--- src/design/closest_ray_triangle_pick_core_macros.svh ---
// Assertion macros for the closest ray-triangle pick core.
`ifndef CLOSEST_RAY_TRIANGLE_PICK_CORE_MACROS_SVH
`define CLOSEST_RAY_TRIANGLE_PICK_CORE_MACROS_SVH
// Implication that must hold on every clock edge outside reset.
`define CRTP_ASSERT_IMP(label, clk, rst_n, ante, cons, msg) \
  label: assert property (@(posedge clk) disable iff (!rst_n) (ante) |-> (cons)) \
    else $error(msg);
// Implication checked in the cycle after the antecedent.
`define CRTP_ASSERT_NEXT(label, clk, rst_n, ante, cons, msg) \
  label: assert property (@(posedge clk) disable iff (!rst_n) (ante) |=> (cons)) \
    else $error(msg);
`endif

--- src/design/crtp_pkg.sv ---
// Package with types, constants and the controller interface of the pick core.
`timescale 1ns / 1ps
package crtp_pkg;
  localparam int unsigned RegionCountDef = 512;
  localparam int unsigned FracBitsDef = 12;
  localparam int unsigned DistW = 24;
  localparam logic [DistW-1:0] DistMax = '1;

  localparam logic [2:0] RegOx = 3'd0;
  localparam logic [2:0] RegOy = 3'd1;
  localparam logic [2:0] RegOz = 3'd2;
  localparam logic [2:0] RegDx = 3'd3;
  localparam logic [2:0] RegDy = 3'd4;
  localparam logic [2:0] RegDz = 3'd5;

  typedef struct packed {
    logic signed [15:0] vert_a_x;
    logic signed [15:0] vert_a_y;
    logic signed [15:0] vert_a_z;
    logic signed [15:0] vert_b_x;
    logic signed [15:0] vert_b_y;
    logic signed [15:0] vert_b_z;
    logic signed [15:0] vert_c_x;
    logic signed [15:0] vert_c_y;
    logic signed [15:0] vert_c_z;
    logic [8:0]         region_id;
    logic               last_triangle;
  } in_beat_t;

  typedef struct packed {
    logic        hit_found;
    logic [8:0]  hit_region;
    logic [23:0] hit_distance;
  } out_beat_t;

  typedef enum logic [3:0] {
    ST_IDLE, ST_EDGE, ST_CROSS, ST_DOT, ST_SIGN, ST_CHECK, ST_DIV, ST_UPDATE, ST_EMIT
  } state_t;

  typedef struct packed {
    logic load;
    logic edge_en;
    logic cross_en;
    logic dot_en;
    logic sign_en;
    logic check_en;
    logic div_step;
    logic update;
    logic emit;
  } cmd_t;

  typedef struct packed {
    logic candidate;
    logic div_done;
    logic last;
  } status_t;
endpackage

--- src/design/crtp_ctrl.sv ---
// Controller state machine that sequences one triangle through the datapath.
`timescale 1ns / 1ps
module crtp_ctrl (
  input  logic              clk,
  input  logic              rst_n,
  input  logic              in_valid,
  output logic              in_stall,
  output logic              out_valid,
  input  logic              out_stall,
  input  crtp_pkg::status_t status,
  output crtp_pkg::cmd_t    cmd
);
  crtp_pkg::state_t state_r, state_nxt;
  logic out_valid_r, out_valid_nxt;

  always_ff @(posedge clk) begin
    if (!rst_n) begin
      state_r <= crtp_pkg::ST_IDLE;
      out_valid_r <= 1'b0;
    end else begin
      state_r <= state_nxt;
      out_valid_r <= out_valid_nxt;
    end
  end

  assign out_valid = out_valid_r;

  always_comb begin
    state_nxt = state_r;
    cmd = '0;
    in_stall = 1'b1;
    out_valid_nxt = out_valid_r && out_stall;
    case (state_r)
      crtp_pkg::ST_IDLE: begin
        in_stall = 1'b0;
        if (in_valid) begin
          cmd.load = 1'b1;
          state_nxt = crtp_pkg::ST_EDGE;
        end
      end
      crtp_pkg::ST_EDGE: begin
        cmd.edge_en = 1'b1;
        state_nxt = crtp_pkg::ST_CROSS;
      end
      crtp_pkg::ST_CROSS: begin
        cmd.cross_en = 1'b1;
        state_nxt = crtp_pkg::ST_DOT;
      end
      crtp_pkg::ST_DOT: begin
        cmd.dot_en = 1'b1;
        state_nxt = crtp_pkg::ST_SIGN;
      end
      crtp_pkg::ST_SIGN: begin
        cmd.sign_en = 1'b1;
        state_nxt = crtp_pkg::ST_CHECK;
      end
      crtp_pkg::ST_CHECK: begin
        cmd.check_en = 1'b1;
        state_nxt = crtp_pkg::ST_DIV;
      end
      crtp_pkg::ST_DIV: begin
        if (!status.candidate) begin
          state_nxt = crtp_pkg::ST_EMIT;
        end else if (status.div_done) begin
          state_nxt = crtp_pkg::ST_UPDATE;
        end else begin
          cmd.div_step = 1'b1;
        end
      end
      crtp_pkg::ST_UPDATE: begin
        cmd.update = 1'b1;
        state_nxt = crtp_pkg::ST_EMIT;
      end
      crtp_pkg::ST_EMIT: begin
        if (!status.last) begin
          state_nxt = crtp_pkg::ST_IDLE;
        end else if (!out_valid_r || !out_stall) begin
          cmd.emit = 1'b1;
          out_valid_nxt = 1'b1;
          state_nxt = crtp_pkg::ST_IDLE;
        end
      end
      default: state_nxt = crtp_pkg::ST_IDLE;
    endcase
  end
endmodule

--- config.mk ---
export PLATFORM = sky130hd
export DESIGN_NAME = crtp_ctrl
export DESIGN_NICKNAME = d
export VERILOG_FILES = /design/src/design/closest_ray_triangle_pick_core_macros.svh /design/src/design/crtp_pkg.sv /design/src/design/crtp_ctrl.sv
export SDC_FILE = /design/constraint.sdc
export NUM_CORES = 1
export LEC_CHECK = 0
export ABC_AREA = 0
export ABC_CLOCK_PERIOD_IN_PS = 2550
export BUFFER_PORTS_ARGS = -buffer_cell sky130_fd_sc_hd__buf_2
export CAP_MARGIN = 40
export CORE_MARGIN = 8
export CORE_UTILIZATION = 24
export CTS_CLUSTER_SIZE = 40
export DETAILED_ROUTE_END_ITERATION = 10
export GPL_TIMING_DRIVEN = 0
export PLACE_DENSITY = 0.54
export SYNTH_ARGS = -nofsm -noshare
export SYNTH_HDL_FRONTEND = slang
export SYNTH_SLANG_ARGS = --single-unit
--- constraint.sdc ---
create_clock -name clk -period 2.55 [get_ports clk]
set_input_delay 0.6375 -clock clk [delete_from_list [all_inputs] [get_ports clk]]
set_output_delay 0.6375 -clock clk [all_outputs]
set_load 0.01 [all_outputs]
# Yosys cells after proc, flatten, opt, wreduce, memory -nomap -nowiden
# Index checks and enable logic that the tools add are counted.
[classes]
reduce_logical = 6
shift = 0
n_eq_ne = 11
add_sub_neg = 0
n_mux = 24
multipliers = 0
n_div = 0
bitwise = 0
order_cmp = 0
[ops]
columns = ["cell", "n"]
rows = [
  ["$pmux W4 S9", 1],
  ["$mux W4", 5],
  ["$mux W1", 18],
  ["$eq A4 B3 Y1 const B", 4],
  ["$eq A4 B2 Y1 const B", 2],
  ["$ne A3 B3 Y1 const B", 2],
  ["$eq A4 B1 Y1 const B", 1],
  ["$eq A4 B4 Y1 const B", 1],
  ["$logic_not A4 Y1", 1],
  ["$reduce_and A3 Y1", 1],
  ["$logic_not A1 Y1", 2],
  ["$ne A2 B2 Y1 const B", 1],
  ["$logic_and A1 B1 Y1", 1],
  ["$logic_or A1 B1 Y1", 1],
]
[word_totals]
ff_bits = 5
elab_cells = 43
mem_count = 0
ram_bits = 0
in_bits = 7
output_inout_bits = 11
rom_bits = 0
latchBits = 0

# Logic depth before layout (Yosys ltp)
# Gate-level depths: netlist (run 1).
[depth]
ltp_word = 5
ltp_mapped = 4
depth_no_buf = 3

# Worst setup path after synthesis (run 1)
# Ideal clock, no wire load.
[synth_path]
kind = "register -> output"
startpoint = "reg state_r[0]"
endpoint = "out cmd[8] (netlist bit)"
setup_slack_ns = 0.750
arrival_ns = 1.162
path_stages_with_launch = 4
required_time_ns = 1.913
path_buffers = 1
path_cell_list = "dfxtp_1 > buf_6 > or4_4 > nor2_1"
[synth_lines]
columns = ["item", "line", "text"]
rows = [
  ["start, declared", "crtp_ctrl.sv:13", "crtp_pkg::state_t state_r, state_nxt;"],
  ["start signal, assigned", "crtp_ctrl.sv:18", "state_r <= crtp_pkg::ST_IDLE;"],
  ["start signal, assigned", "crtp_ctrl.sv:21", "state_r <= state_nxt;"],
  ["end, declared", "crtp_ctrl.sv:11", "output crtp_pkg::cmd_t cmd"],
]

==> run metrics, run 1 <==
post-synth cell types 22; vias in the first global route 373; Worst-Margin Slew 0.339 ns; Synth Flop Type dfxtp_1; Worst VDD drop 0.000154 V; CTS tree yes; Syn Inst Count 44; # DRC 0; gr usage total 7.39%; met2 Track Usage GR 9.96%; finished layout cell area 463 sq um; P per Cell Area 534 nW/um^2; Period minus WS final 2.13 ns; WP data arrival 1.49 ns; worst path cell trace buf_2 > nand2b_1 > nor4b_2 > buf_2; routability cong. 0.791; Max stage delay cell, worst path nor4b_2; Post-DP HPWL 738 um; Flop pwr share 35.7%; most used routing layer in global routing met2; Syn Std Cell Area 333 sq um; drt first-iter violations 8; Cells after DPL 76; Net Switching 0.0000730 W; Crit. End Element output port; Ports 18; status complete, no violations; max_slew headroom 77.4%; clock power share 36.7%; CTS resizes 0; Worst Path Required 1.91 ns; # fillers 148; Final setup viols 0; Sum Neg Setup Slack 0 ns; Post-CTS Setup Inserts 0; via count 385; n_diodes 0; drt total wl 919 um; sequential area share after synthesis 30.1%; Ys Warns 0; ranking of synthesized cells by area dfxtp_1 30%, nor3_1 9.0%, nand2b_1 7.5%; unrepaired setup endpoints after global routing no; Logic pwr share 27.6%; Clk pin slew, worst setup/hold paths 0.04 ns; fraction of registers with async set/reset 0%; std cell rows 13; Int Power 0.000174 W; antenna violations before repair 0; Final Cycle Share 83.4%; Crit Path Class flip-flop to output port; P&R area growth vs syn 39.1%; Finished Layout Cells 80; Die Width 53.2 um; port bufs 17; CP max FO 10; switching share of power 29.5%; CP top delay family simple AND/OR/NAND/NOR gates; clk root buf clkbuf_4; leak pwr 0.220 nW; grt ovf 0; post-synthesis register bit count 5; Die Y 53.2 um; Startpoint Class flip-flop; synthesized net count 51; EDFF count, synth 0; Final ANT Viol Nets 0; Synth Area per Inst 7.56 sq um; largest net degree at the start of global routing 11; number of CTS-inserted buffers 3; layout cells sized above 1 40.0%; Final Hold Vio Count 0; drt wl/cell 11.5 um; GRT met1 Usage 8.57%; fin nets 73; top cell type's share of synthesized area 30.1%; clk sinks 5; Pins Over Slew Limit 0; Post-CTS Hold Buffers 0; clk_lat worst skew 0.24 ns; Placed Area 437 sq um; DR vias/cell 4.81; most instantiated cells after synthesis 6 x nor2_1, 6 x nor3_1, 5 x dfxtp_1, 4 x nand2b_1, 3 x nand2_1; largest area contributor in the netlist dfxtp_1; first-pass GRT wire length 1560 um; crit-path most repeated cell buf_2; Fmax achieved 470 MHz; max incr delay on CP 0.38 ns; skew final 0.000510 ns; clock buffer depth 2; die area 2830 sq um; Hold Crit Class flip-flop to flip-flop; First-pass DRT Iterations 4; max cap viols 0; Core Area 1300 sq um; Crit path buffers/inverters 2; H-tree depth 1; GR Util met3 2.52%; Starting Density 25.6%
==> worst register-to-register path: stages, from the launching register on <==
cell and delay [ns]:
dfxtp_1 0.30, buf_6 0.13, or4_4 0.55, o21ai_2 0.14, a211oi_1 0.06
==> kinds of logic (layout without fill, tap and decap cells) <==
family                 after synthesis  after routing  share of synthesized area, %
flip-flops                           5              5                          30.1
AND/OR/NAND/NOR                     28             28                          47.7
buffers and inverters                4             25                          7.52
AO/OA/AOI/OAI                        7              7                          14.7
==> final cells by class <==
| type | count | area (sq um) | share of cell area, % |
|---|---|---|---|
| Timing Repair Buffer | 17 | 85.1 | 18.4 |
| Inverter | 1 | 3.75 | 0.811 |
| Tap cell | 15 | 18.8 | 4.05 |
| Multi-Input combinational cell | 35 | 208 | 44.9 |
| Clock buffer | 4 | 26.3 | 5.68 |
| Buffer | 3 | 21.3 | 4.59 |
| Sequential cell | 5 | 100 | 21.6 |
==> registers in the layout, summed over array words and instances, names as in the netlist <==
register / count
state_r: 4
out_valid: 1
==> cells in the final DEF (no fill, tap or decap) <==
| master | n |
|---|---|
| nor3b_1 | 1 |
| clkbuf_4 | 3 |
| dfxtp_1 | 5 |
| nor2b_1 | 2 |
| o21ai_0 | 1 |
| a21oi_1 | 1 |
| nand3_1 | 1 |
| or3_1 | 1 |
| nand2_1 | 3 |
| and2_1 | 1 |
| a21boi_0 | 1 |
| inv_1 | 1 |
| nor3_1 | 6 |
| buf_6 | 1 |
| nand2b_1 | 4 |
| nand4_1 | 1 |
| nor4b_2 | 1 |
| o21a_1 | 1 |
| buf_2 | 19 |
| or4_4 | 1 |
| nor2_1 | 6 |
| o21ai_2 | 1 |
| clkbuf_1 | 1 |
| a211oi_1 | 2 |
==> final timing paths <==
check,start,end,slack (ns),cells past startpoint
setup reg to reg,state_r[0],state_r[3],1.25,4
hold / removal,out_valid,out_valid,0.49,2
hold reg to reg,out_valid,out_valid,0.49,2
setup / recovery,state_r[3],cmd[2],0.42,4
==> metrics by stage <==
| stage | hold WS (ns) | util [%] | power (W) | worst slack (ns) |
|---|---|---|---|---|
| after floorplan | 0.495 | - | 0.000134 | 0.750 |
| after global placement | 0.475 | 33.6 | 0.000158 | 0.598 |
| after detailed placement | 0.482 | 33.6 | 0.000158 | 0.597 |
| after CTS | 0.489 | 35.6 | 0.000252 | 0.411 |
| after global routing | 0.540 | 35.6 | 0.000265 | 0.292 |
| final | 0.489 | 35.6 | 0.000247 | 0.424 |
==> power groups by stage <==
stage                     Sequential [W]  Combinational (W)  Clock [W]
after floorplan                0.0000882          0.0000460          0
after global placement         0.0000896          0.0000686          0
after detailed placement       0.0000895          0.0000685          0
after CTS                      0.0000882          0.0000690  0.0000947
after global routing           0.0000888          0.0000747   0.000101
final                          0.0000884          0.0000683  0.0000907
==> layer usage <==
| metal | vias up | routed length (um) |
|---|---|---|
| met4 | 0 | 44 |
| li1 | 195 | - |
| met5 | - | 0 |
| met2 | 16 | 383 |
| met3 | 6 | 49 |
| met1 | 168 | 442 |
Note: power is estimated with default switching activity, not from simulation.
==> run 2: changes to the inputs <==
--- a/config.mk
+++ b/config.mk
@@ -5,8 +5,8 @@
 export SDC_FILE = /design/constraint.sdc
 export NUM_CORES = 1
 export LEC_CHECK = 0
-export ABC_AREA = 0
-export ABC_CLOCK_PERIOD_IN_PS = 2550
+export ABC_AREA = 1
+export ABC_CLOCK_PERIOD_IN_PS = 1820
 export BUFFER_PORTS_ARGS = -buffer_cell sky130_fd_sc_hd__buf_2
 export CAP_MARGIN = 40
 export CORE_MARGIN = 8
@@ -14,7 +14,7 @@
 export CTS_CLUSTER_SIZE = 40
 export DETAILED_ROUTE_END_ITERATION = 10
 export GPL_TIMING_DRIVEN = 0
-export PLACE_DENSITY = 0.54
+export PLACE_DENSITY = 0.56
 export SYNTH_ARGS = -nofsm -noshare
 export SYNTH_HDL_FRONTEND = slang
 export SYNTH_SLANG_ARGS = --single-unit
==> constraint.sdc (replaced) <==
create_clock -name clk -period 1.82 [get_ports clk]
set_input_delay 0.455 -clock clk [delete_from_list [all_inputs] [get_ports clk]]
set_output_delay 0.455 -clock clk [all_outputs]
set_load 0.01 [all_outputs]
==> run 2 against run 1 <==
Against the previous run: worst setup slack got worse by 0.29 ns; clock power increased by 44%; first-iteration DRC count up 38%; sequential power rose by 52%; power grew 58%; sequential share of layout area down 0.25 points; combinational power rose by 84%; sequential cell count stayed put; largest power group is now sequential cells; final area up 2.4%; via count rose by 7.0%.
==> run metrics, run 2 <==
skew final 0.00667 ns; clk sinks 5; status complete, no violations; Post-CTS Hold Buffers 0; First-pass DRT Iterations 4; CP top delay family flip-flops; Post-DP HPWL 823 um; drt wl/cell 10.8 um; r2r setup slk 0.72 ns; Crit path buffers/inverters 3; Reg-to-Reg Start state_r[2]; r2r worst-path depth 7; ranking of synthesized cells by area dfxtp_1 29%, inv_1 12%, nand2_1 12%; Worst Path Required 1.36 ns; # DRC 0; gr usage total 7.65%; Hold Crit Class primary input to flip-flop; Die Y 53.8 um; layout cells sized above 1 37.2%; Setup WS post-layout 0.137 ns; Starting Density 26.0%; commonest non-fill, non-tap cells in the layout 17 x buf_2, 11 x nand2_1, 11 x inv_1; max cap viols 0; grt ovf 0; n_diodes 0; Worst VDD drop 0.000366 V; Worst-Margin Slew 0.241 ns; largest net degree at the start of global routing 7; Core Area 1320 sq um; drt total wl 1000 um; FF-to-FF End state_r[0]; fin nets 86; synthesized net count 64; commonest non-fill, non-tap cell in the layout buf_2; routability cong. 0.756; clk_lat worst skew 0.25 ns; Period minus WS final 1.68 ns; H-tree depth 1; Crit Path Class flip-flop to output port; EDFF count, synth 0; Final Hold Vio Count 0; number of CTS-inserted buffers 3; Syn Std Cell Area 343 sq um; CTS resizes 0; Synth Area per Inst 6.01 sq um; hold_sp rst_n; Final ANT Viol Nets 0; leak pwr 0.289 nW; CP max FO 6; first-pass GRT wire length 1640 um; clk root buf clkbuf_4; vias in the first global route 401; WP data arrival 1.23 ns; std cell rows 13; P per Cell Area 824 nW/um^2; max FFs per register 4; hold depth 3; hold worst-path end state_r[1]; post-synthesis register bit count 5; most instantiated cells after synthesis 11 x inv_1, 11 x nand2_1, 7 x nand3_1, 7 x nor2_1, 5 x dfxtp_1; Crit. End Element output port; clock buffer depth 2; P&R area growth vs syn 38.3%; Post-CTS Setup Inserts 0; # fillers 149; CTS tree yes; Fmax achieved 594 MHz; Pins Over Slew Limit 0; Startpoint Class flip-flop; DR vias/cell 4.43; sequential area share after synthesis 29.2%; Final Cycle Share 92.5%; Ports 18; Ys Warns 0; max incr delay on CP 0.38 ns; Max stage delay cell, worst path dfxtp_1; antenna violations before repair 0; worst path cell trace inv_1 > nor2_4 > inv_1 > nor3_1 > buf_2; Clk pin slew, worst setup/hold paths 0.05 ns; top cell type's share of synthesized area 29.2%; drt first-iter violations 11; post-synth cell types 14; die area 2890 sq um; dpl ws 0.352 ns; via count 412; Sum Neg Setup Slack 0 ns; unrepaired setup endpoints after global routing no; largest reg by FF count state_r; Syn Inst Count 57; Synth Flop Type dfxtp_1; Final setup viols 0; Final Util 36.0%; port bufs 17; Die Width 53.8 um; fraction of registers with async set/reset 0%; max_slew headroom 83.9%; largest area contributor in the netlist dfxtp_1; crit-path most repeated cell inv_1
## run 2: changes by cell type after synthesis, sizes merged, moves of 3 or more
cell | before | now
nand3 | 1 | 8
inv | 1 | 13
nand2 | 3 | 11
nor3 | 6 | 3
buf | 3 | 0
nand2b | 4 | 0
nor2 | 6 | 12
## run 2: worst max path at each step
stage               start      to  slack, ns  depth (start not counted)
3_3_place_gp   state_r[2]  cmd[1]       0.40                          5
4_1_cts        state_r[3]  cmd[0]       0.08                          5
2_1_floorplan  state_r[2]  cmd[1]       0.47                          4
6_report       state_r[2]  cmd[1]       0.14                          5
5_1_grt        state_r[2]  cmd[1]      0.009                          5
3_5_place_dp   state_r[3]  cmd[0]       0.35                          5
## run 2: metal layers
layer	track usage [%]	part of all wire [%]	vias up
li1	-	-	221
met1	7.91	42	174
met2	12.7	51	17
met3	4.41	7.0	0
met4	2.52	0	0
met5	0	0	-
## run 2: cell type report
type	instances	area, sq um	share of cell area (%)
multi-input cells	39	194	40.9
clock buffers	4	26.3	5.54
flip-flops and latches	5	101	21.4
repair buffers	17	85.1	17.9
well taps	15	18.8	3.96
inverters	13	48.8	10.3
## run 2: logic make-up (layout without fill, tap and decap cells)
family / count (synthesis) / after routing / synth area share (%)
AOI/OAI and AO/OA: 4 / 4 / 6.94
buffers and inverters: 13 / 34 / 14.2
DFF: 5 / 5 / 29.2
and+or+nand+nor: 35 / 35 / 49.6
## run 2: through the flow
stage                     cells  hold WS, ns  total power [W]  cell area, sq um
after global placement       89        0.520         0.000262               447
after detailed placement     89        0.520         0.000263               447
after floorplan              57        0.525         0.000216               343
after global routing         93        0.508         0.000423               474
after CTS                    93        0.499         0.000397               473
final                        93        0.502         0.000391               474
## run 2: worst register-to-register path, delay by kind of cell (launching register included)
family,cells,cell delay [ns]
and+or+nand+nor,6,0.51
DFF,1,0.38
buffers and inverters,1,0.10
## run 2: report_power, final
group | switching (W) | total [W] | internal (W)
clock | 0.0000482 | 0.000131 | 0.0000831
combinational | 0.0000796 | 0.000126 | 0.0000461
sequential | 0.0000145 | 0.000134 | 0.000119
==> run 3: changes to the inputs <==
--- a/config.mk
+++ b/config.mk
@@ -5,7 +5,7 @@
 export SDC_FILE = /design/constraint.sdc
 export NUM_CORES = 1
 export LEC_CHECK = 0
-export ABC_AREA = 1
+export ABC_AREA = 0
 export ABC_CLOCK_PERIOD_IN_PS = 1820
 export BUFFER_PORTS_ARGS = -buffer_cell sky130_fd_sc_hd__buf_2
 export CAP_MARGIN = 40
@@ -15,6 +15,7 @@
 export DETAILED_ROUTE_END_ITERATION = 10
 export GPL_TIMING_DRIVEN = 0
 export PLACE_DENSITY = 0.56
+export RECOVER_POWER = 100
 export SYNTH_ARGS = -nofsm -noshare
 export SYNTH_HDL_FRONTEND = slang
 export SYNTH_SLANG_ARGS = --single-unit
==> run 3 against run 2 <==
Against the previous run: global-route usage up 0.52 points; critical path depth down 2; largest power group is now the clock network; sequential share of layout area down 0.46 points; clock skew down 0.0036 ns; worst hold slack worse by 0.018 ns; clock power about the same; count of clock-buffer cells in the layout unchanged; register-to-register slack worse by 0.24 ns; final area up 9.8%; die area down 2.1%; sequential power down 5%.
==> run metrics, run 3 (synthesis gave the netlist of run 1 again) <==
fin nets 76; Fmax achieved 552 MHz; Sum Neg Setup Slack 0 ns; Worst-Margin Slew 0.210 ns; first-pass GRT wire length 1700 um; Hold Crit Class primary input to flip-flop; largest reg by FF count state_r; Die Width 53.2 um; CTS tree yes; Crit. End Element output port; status complete, no violations; layout cells sized above 1 50.0%; antenna violations before repair 0; hold slack 0.484 ns; First-pass DRT Iterations 4; Worst Path Required 1.36 ns; Startpoint Class flip-flop; H-tree depth 1; clock buffer depth 2; std cell rows 13; leak pwr 0.241 nW; WP data arrival 1.36 ns; skew final 0.00311 ns; largest net degree at the start of global routing 10; clk_lat worst skew 0.24 ns; commonest non-fill, non-tap cell in the layout buf_2; max_slew headroom 85.9%; Core Area 1300 sq um; P&R area growth vs syn 56.4%; Crit Path Class flip-flop to output port; gr usage total 8.17%; Worst VDD drop 0.000239 V; DR vias/cell 4.77; P per Cell Area 720 nW/um^2; finished layout cell area 520 sq um; max cap viols 0; CP max FO 4; die area 2830 sq um; drt first-iter violations 6; Final setup viols 0; via count 396; clk sinks 5; # DRC 0; drt total wl 1060 um; drt wl/cell 12.8 um; Post-CTS Hold Buffers 0; Post-DP HPWL 739 um; routability cong. 0.770; Starting Density 25.6%; Final Hold Vio Count 0; # fillers 148; Die Y 53.2 um; Period minus WS final 1.81 ns; max FFs per register 4; Clk pin slew, worst setup/hold paths 0.05 ns; Final Util 40.0%; grt ovf 0; Ports 18; clk root buf clkbuf_4; Final Cycle Share 99.5%; r2r setup slk 0.48 ns; commonest non-fill, non-tap cells in the layout 16 x buf_2, 5 x nor2_1, 5 x nor3_1; unrepaired setup endpoints after global routing yes; Final ANT Viol Nets 0; port bufs 17; number of CTS-inserted buffers 3; Pins Over Slew Limit 0; Placed Area 437 sq um; n_diodes 0; vias in the first global route 405
## run 3: per-layer routing
| metal | share of wire, % | wire length (um) | GRT usage (%) | up-vias |
|---|---|---|---|---|
| li1 | - | - | - | 200 |
| met1 | 47 | 493 | 8.70 | 179 |
| met2 | 48 | 514 | 12.9 | 15 |
| met3 | 3.0 | 32 | 1.96 | 2 |
| met4 | 1.8 | 19 | 7.56 | 0 |
| met5 | 0 | 0 | 0 | - |
## run 3: report_power, final
part           total (W)  switching [W]  internal (W)
Clock           0.000131      0.0000476     0.0000830
Combinational   0.000117      0.0000566     0.0000605
Sequential      0.000127      0.0000111      0.000116
Total           0.000375       0.000115      0.000260
## run 3: area by class of cell
cell class | count | area (sq um) | share of cell area, %
multi-input combinational | 35 | 234 | 45.0
buffer | 1 | 11.3 | 2.16
sequential | 5 | 109 | 20.9
inverter | 1 | 3.75 | 0.721
clock buffer | 4 | 26.3 | 5.05
timing repair buffer | 22 | 118 | 22.6
tap | 15 | 18.8 | 3.61
## run 3: what timing repair did
item,4_1_cts,5_1_grt
gates resized for setup,8,3
hold endpoints to repair,0,0
buffers inserted,4,1
gates cloned,0,0
setup endpoints to repair,4,3
pin swaps,2,2
## run 3: worst paths after layout
kind                                 start         end  cells past startpoint
worst min-delay path             out_stall   out_valid                      3
worst max-delay path            state_r[3]      cmd[8]                      3
worst max register to register  state_r[3]  state_r[3]                      4
worst min register to register   out_valid   out_valid                      2
## run 3: critical path: stages (launching register included)
cell and delay [ns]:
dfxtp_4 0.35, or4_4 0.54, nor2_2 0.09, buf_2 0.13
## run 3: metrics by stage
stage | std cells | power (W) | setup WS (ns)
finish | 83 | 0.000375 | 0.00908
global placement | 76 | 0.000222 | 0.128
CTS | 82 | 0.000372 | -0.0127
global route | 83 | 0.000397 | -0.0389
floorplan | 44 | 0.000188 | 0.203
detailed placement | 76 | 0.000223 | 0.126
